File: src/sv/pcsf_pkg.sv
// ----------------------------------------------------------------------------
// pcsf_pkg: shared types and constants of the sphere chain fit
// Holds the controller states, the command and status groups between the
// controller and the datapath, register indexes and fixed-point constants.
// ----------------------------------------------------------------------------
package pcsf_pkg;

  // default sizes
  localparam int unsigned MaxPointsDef  = 1024;
  localparam int unsigned MaxSpheresDef = 32;

  // configuration register indexes
  localparam logic CfgSphereCount = 1'b0;
  localparam logic CfgRadiusScale = 1'b1;

  // configuration reset values
  localparam logic [5:0]  SphereCountRst = 6'd3;
  localparam logic [15:0] RadiusScaleRst = 16'd256;

  // radius floor 0.025 and margin 0.005 on the Q16.16 grid
  localparam logic [33:0] FloorRadius  = 34'd1638;
  localparam logic [33:0] MarginRadius = 34'd328;

  // rounding term of the Q8.8 scale product
  localparam logic [49:0] ScaleRound = 50'd128;

  // square root of a 66-bit value takes one bit of root per step
  localparam int unsigned SqrtSteps = 33;

  typedef enum logic [3:0] {
    ST_LOAD,
    ST_SETUP,
    ST_DIV_GO,
    ST_DIV_RUN,
    ST_DIV_END,
    ST_SCAN_RD,
    ST_SCAN_DIFF,
    ST_SQ_X,
    ST_SQ_Y,
    ST_SQ_Z,
    ST_SCAN_CMP,
    ST_SQRT_GO,
    ST_SQRT_RUN,
    ST_RAD_ADD,
    ST_RAD_MUL,
    ST_EMIT
  } fsm_state_e;

  typedef enum logic [1:0] {
    AXIS_X = 2'd0,
    AXIS_Y = 2'd1,
    AXIS_Z = 2'd2
  } axis_e;

  typedef struct packed {
    logic       load;
    logic       setup;
    logic       div_go;
    logic       div_step;
    logic       div_end;
    logic       scan_init;
    logic       diff;
    logic       sq_en;
    logic [1:0] sq_sel;
    logic       cmp;
    logic       next_pt;
    logic       sqrt_go;
    logic       sqrt_step;
    logic       rad_add;
    logic       rad_mul;
    logic       emit;
    logic       done;
  } cmd_t;

  typedef struct packed {
    logic iter_zero;
    logic last_phase;
    logic last_point;
    logic last_sphere;
    logic out_free;
  } status_t;

endpackage

File: src/sv/pcsf_ctrl.sv
// ----------------------------------------------------------------------------
// pcsf_ctrl: sequencer of the sphere chain fit
// Loads points, then per sphere runs three slab divisions, a scan of the
// point store, a square root and the radius scaling, and hands off a result.
// ----------------------------------------------------------------------------
module pcsf_ctrl (
  input  logic              clk_i,
  input  logic              rst_ni,
  input  logic              in_valid_i,
  input  logic              final_point_i,
  output logic              in_stall_o,
  input  pcsf_pkg::status_t status_i,
  output pcsf_pkg::cmd_t    cmd_o
);

  pcsf_pkg::fsm_state_e state_q, state_d;

  // state register
  always_ff @(posedge clk_i or negedge rst_ni) begin
    if (!rst_ni) begin
      state_q <= pcsf_pkg::ST_LOAD;
    end else begin
      state_q <= state_d;
    end
  end

  // next state and commands
  always_comb begin
    state_d    = state_q;
    cmd_o      = '0;
    in_stall_o = 1'b1;
    unique case (state_q)
      pcsf_pkg::ST_LOAD: begin
        in_stall_o = 1'b0;
        if (in_valid_i) begin
          cmd_o.load = 1'b1;
          if (final_point_i) begin
            state_d = pcsf_pkg::ST_SETUP;
          end
        end
      end
      pcsf_pkg::ST_SETUP: begin
        cmd_o.setup = 1'b1;
        state_d     = pcsf_pkg::ST_DIV_GO;
      end
      pcsf_pkg::ST_DIV_GO: begin
        cmd_o.div_go = 1'b1;
        state_d      = pcsf_pkg::ST_DIV_RUN;
      end
      pcsf_pkg::ST_DIV_RUN: begin
        if (status_i.iter_zero) begin
          state_d = pcsf_pkg::ST_DIV_END;
        end else begin
          cmd_o.div_step = 1'b1;
        end
      end
      pcsf_pkg::ST_DIV_END: begin
        cmd_o.div_end = 1'b1;
        if (status_i.last_phase) begin
          cmd_o.scan_init = 1'b1;
          state_d         = pcsf_pkg::ST_SCAN_RD;
        end else begin
          state_d = pcsf_pkg::ST_DIV_GO;
        end
      end
      pcsf_pkg::ST_SCAN_RD: begin
        state_d = pcsf_pkg::ST_SCAN_DIFF;
      end
      pcsf_pkg::ST_SCAN_DIFF: begin
        cmd_o.diff = 1'b1;
        state_d    = pcsf_pkg::ST_SQ_X;
      end
      pcsf_pkg::ST_SQ_X: begin
        cmd_o.sq_en  = 1'b1;
        cmd_o.sq_sel = pcsf_pkg::AXIS_X;
        state_d      = pcsf_pkg::ST_SQ_Y;
      end
      pcsf_pkg::ST_SQ_Y: begin
        cmd_o.sq_en  = 1'b1;
        cmd_o.sq_sel = pcsf_pkg::AXIS_Y;
        state_d      = pcsf_pkg::ST_SQ_Z;
      end
      pcsf_pkg::ST_SQ_Z: begin
        cmd_o.sq_en  = 1'b1;
        cmd_o.sq_sel = pcsf_pkg::AXIS_Z;
        state_d      = pcsf_pkg::ST_SCAN_CMP;
      end
      pcsf_pkg::ST_SCAN_CMP: begin
        cmd_o.cmp = 1'b1;
        if (status_i.last_point) begin
          state_d = pcsf_pkg::ST_SQRT_GO;
        end else begin
          cmd_o.next_pt = 1'b1;
          state_d       = pcsf_pkg::ST_SCAN_RD;
        end
      end
      pcsf_pkg::ST_SQRT_GO: begin
        cmd_o.sqrt_go = 1'b1;
        state_d       = pcsf_pkg::ST_SQRT_RUN;
      end
      pcsf_pkg::ST_SQRT_RUN: begin
        if (status_i.iter_zero) begin
          state_d = pcsf_pkg::ST_RAD_ADD;
        end else begin
          cmd_o.sqrt_step = 1'b1;
        end
      end
      pcsf_pkg::ST_RAD_ADD: begin
        cmd_o.rad_add = 1'b1;
        state_d       = pcsf_pkg::ST_RAD_MUL;
      end
      pcsf_pkg::ST_RAD_MUL: begin
        cmd_o.rad_mul = 1'b1;
        state_d       = pcsf_pkg::ST_EMIT;
      end
      pcsf_pkg::ST_EMIT: begin
        if (status_i.out_free) begin
          cmd_o.emit = 1'b1;
          if (status_i.last_sphere) begin
            cmd_o.done = 1'b1;
            state_d    = pcsf_pkg::ST_LOAD;
          end else begin
            state_d = pcsf_pkg::ST_DIV_GO;
          end
        end
      end
      default: begin
        state_d = pcsf_pkg::ST_LOAD;
      end
    endcase
  end

endmodule

File: config.mk
export PLATFORM = sky130hd
export DESIGN_NAME = pcsf_ctrl
export DESIGN_NICKNAME = d
export VERILOG_FILES = /design/src/sv/pcsf_pkg.sv /design/src/sv/pcsf_ctrl.sv
export SDC_FILE = /design/constraint.sdc
export NUM_CORES = 1
export LEC_CHECK = 0
export BUFFER_PORTS_ARGS = -buffer_cell sky130_fd_sc_hd__buf_2
export CORE_AREA = 2 2 39 41
export CTS_CLUSTER_SIZE = 14
export DETAILED_ROUTE_END_ITERATION = 12
export DIE_AREA = 0 0 41 43
export GPL_TIMING_DRIVEN = 0
export PLACE_DENSITY = 0.77
export SLEW_MARGIN = 0
export SYNTH_ARGS = -nofsm -noshare
export SYNTH_HDL_FRONTEND = slang
export SYNTH_SLANG_ARGS = --single-unit
File: constraint.sdc
create_clock -name clk_i -period 2.7 [get_ports clk_i]
set_input_delay 0 -clock clk_i [delete_from_list [all_inputs] [get_ports clk_i]]
set_output_delay 0 -clock clk_i [all_outputs]
set_load 0.01 [all_outputs]
==> results by group <==
CTS
  • Clk buf depth: 2
  • TritonCTS clock tree: built
  • Worst-path clk slew: 40 ps
  • # Post-CTS Setup Buffers: 0
  • Root buf cell: clkbuf_4
  • # H-tree levels: 1
  • Worst skew pair latency: 240 ps
  • Clk sinks: 4
  • Inserted Clock Buffers: 3

Worst setup path
  • Worst endpoint required time: 2700 ps
  • Reg2Reg Launch Point: state_q[2]
  • Worst R2R Path Depth: 4
  • Worst r2r dst: state_q[1]
  • R2R Setup Slk: about 1400 ps
  • CP startpoint kind: register
  • Slowest stage cell, crit path: dfrtp_1
  • Worst stage delay on the critical path: 410 ps
  • Crit path arrival time: around 1400 ps
  • CP cell instances: buf_6 > nand2b_1 > o22ai_1 > buf_2
  • Crit path kind: register to primary output
  • Crit. End Element: primary output
  • Maximum fanout along the worst path: 10

STA
  • Period utilization: roughly half
  • Unrepaired setup endpoints after global routing: false
  • Minimum clock period: between 1000 and 1500 ps
  • Max Clock Skew: between 5 and 6 ps
  • Final slew viol count: 0
  • Rel. slew slack: 72.6%
  • Final Setup Violations: 0
  • Slew @ Worst Pin: between 400 and 500 ps
  • Setup TNS: 0 ps
  • Achievable frequency: 0.713 GHz
  • Hold Slack: between 80 and 90 ps
  • Endpoints failing hold: 0

Routing
  • Via total after detailed routing: between 500 and 600
  • Vias/cell: between 5 and 6
  • DRT Pass-1 Iters: 4
  • DR iter-0 viols: 23
  • WL final: 1330 um
  • Antenna viol nets, final: 0
  • Drc violations: 0
  • WL/cell: about 12 um

Cells and area
  • # fillers: approximately 150
  • Non-Filler Instances: about 110
  • Layout cells sized above 1: approximately 45%
  • Number of nets in the layout: between 100 and 150
  • Area Overhead vs Synth: 39.5%
  • Biggest regs: state_q x4
  • Max reg flops: 4
  • Antenna cell count: 0
  • Fin area: around 660 um^2
  • Biggest register: state_q

Yosys
  • Post-synthesis mux area share: 0%
  • EDFF count, synth: 0
  • Post-synthesis compound-gate area fraction: 23.2%
  • Post-Synth Adder-Cell Area: 0%
  • Synthesized instance count: 60
  • Cell taking the most area after synthesis: dfrtp_1
  • Synth top area share: a little over a fifth
  • Mean post-synth cell area: 7.92 um^2
  • Async SR Flop Fraction: 100%
  • Mapped Area: ~480 um^2
  • Flops & latches, synth: 4
  • Xor and xnor area share after synthesis: 0%
  • Post-synth cell types: 33
  • Largest cells by area after synthesis: dfrtp_1 21%, nor3_1 7.4%, nor2_1 7.1%
  • Sequential element share of the synthesized area: approximately a fifth
  • Main combinational cell family by area after synthesis: simple AND/OR/NAND/NOR gates
  • Fraction of the mapped netlist area in simple logic gates: between 40% and 50%
  • Synth Flop Type: dfrtp_1
  • Synth warnings: 0
  • Post-Syn Nets: 69

Worst hold path
  • Worst min path class: input port to asynchronous set/reset pin

Pwr
  • Pwr/cell area: approximately 1100 nW/um^2
  • NetSw: ~0.37 mW
  • Lkg Pwr: about 0.34 nW
  • Clock share of power: 10.3%
  • Internal power: around 0.37 mW
  • Worst IR drop on VDD: a little over 0.0005 V
  • Reg power frac: 17.7%
  • Logic pwr share: between 70% and 80%
  • Switch share: between 50 and 60%

Die
  • DIE WIDTH: 41 um
  • Row count: 14
  • Die area: between 1500 and 2000 um^2
  • DIE HEIGHT: 43 um
  • Initial Utilization: between 30 and 40%
  • # IOs: 28
  • Core box area: roughly 1400 um^2

Run
  • Max_cap viols: 0

GRT
  • GRT Total Usage: between 10% and 20%
  • Pin count of the biggest net entering global routing: 11
  • First-pass GRT wire length: roughly 2100 um
  • Vias in the first global route: a little over 500
  • Initial antenna violation count: 0
  • GRT overflow: 0

Status
  • Outcome: finished clean

Place
  • Input/output buffers: 27
  • Post-Place Cells: between 100 and 150
  • Half-perimeter wire length after detailed placement: 1010 um
  • Placer Congestion: roughly 0.88
  • Area after DPL: around 630 um^2
[final cells by class]
| class | instances | area (um^2) | share of cell area (%) |
|---|---|---|---|
| Multi-Input combinational cell | 50 | 330 | 49.8 |
| Clock buffer | 3 | 22.5 | 3.40 |
| Inverter | 2 | 7.51 | 1.13 |
| Buffer | 4 | 37.5 | 5.66 |
| Tap cell | 16 | 20.0 | 3.02 |
| Sequential cell | 4 | 100 | 15.1 |
| Timing Repair Buffer | 28 | 145 | 21.9 |
[routing by layer]
metal / vias up / part of all wire (%) / global-route usage [%]
met5: - / 0 / 0
met4: 0 / 1.7 / 10.7
met3: 2 / 7.1 / 4.71
met2: 26 / 51 / 25.3
met1: 267 / 40 / 23.1
li1: 285 / - / -
[stage by stage]
stage	util (%)	total power, mW	setup WS (ps)
floorplan	-	0.518	1560
global placement	45.6	0.646	1440
detailed placement	45.6	0.658	1430
CTS	47.9	0.737	1300
global route	47.9	0.802	1200
finish	47.9	0.737	1300
[worst max-delay path by stage]
stage | start | to | depth (start not counted)
6_report | state_q[2] | cmd_o[10] | 4
5_1_grt | state_q[2] | cmd_o[6] | 4
4_1_cts | state_q[1] | cmd_o[4] | 4
3_5_place_dp | state_q[1] | state_q[0] | 4
3_3_place_gp | state_q[1] | state_q[0] | 4
2_1_floorplan | state_q[3] | state_q[2] | 3
[cell families after synthesis]
kind of cell | Yosys count
AND/OR/NAND/NOR | 37
AO/OA/AOI/OAI | 13
buffers and inverters | 6
flip-flops | 4
[Yosys cell counts (all sizes together) (4+ instances only)]
| cell | instances |
|---|---|
| buf | 4 |
| nand2 | 4 |
| dfrtp | 4 |
| nand2b | 4 |
| nor3 | 7 |
| nor2 | 10 |
[cell usage in the layout, fill, tap and decap left out, types with 2 or more instances in the layout]
cell type / Yosys / routed
nor2b_1: 2 / 2
and2_1: 2 / 2
o21bai_1: 2 / 2
buf_2: 0 / 27
nand2_1: 3 / 3
dfrtp_1: 4 / 4
nand2b_1: 3 / 3
buf_6: 2 / 2
inv_1: 2 / 2
nor2_1: 9 / 9
clkbuf_4: 0 / 3
buf_4: 2 / 2
nor3_1: 7 / 7
[power groups by stage]
| stage | sequential [mW] | clock [mW] | combinational (mW) |
|---|---|---|---|
| 6_report | 0.130 | 0.0759 | 0.530 |
| 5_1_grt | 0.140 | 0.0822 | 0.580 |
| 4_1_cts | 0.130 | 0.0779 | 0.529 |
| 3_5_place_dp | 0.131 | 0 | 0.527 |
| 3_3_place_gp | 0.130 | 0 | 0.515 |
| 2_1_floorplan | 0.120 | 0 | 0.398 |
[worst max-delay path, delay by kind of cell, from the launching register on]
kind                   cells  cell delay (ps)
buffers and inverters      2              310
AOI/OAI and AO/OA          1              190
and+or+nand+nor            1              250
DFF                        1              410
[timing repair]
item / in CTS / in global routing
gates resized for setup: 0 / 0
hold buffers: 1 / 0
hold endpoints to repair: 4 / 0
Power figures use the tool's default switching activity.
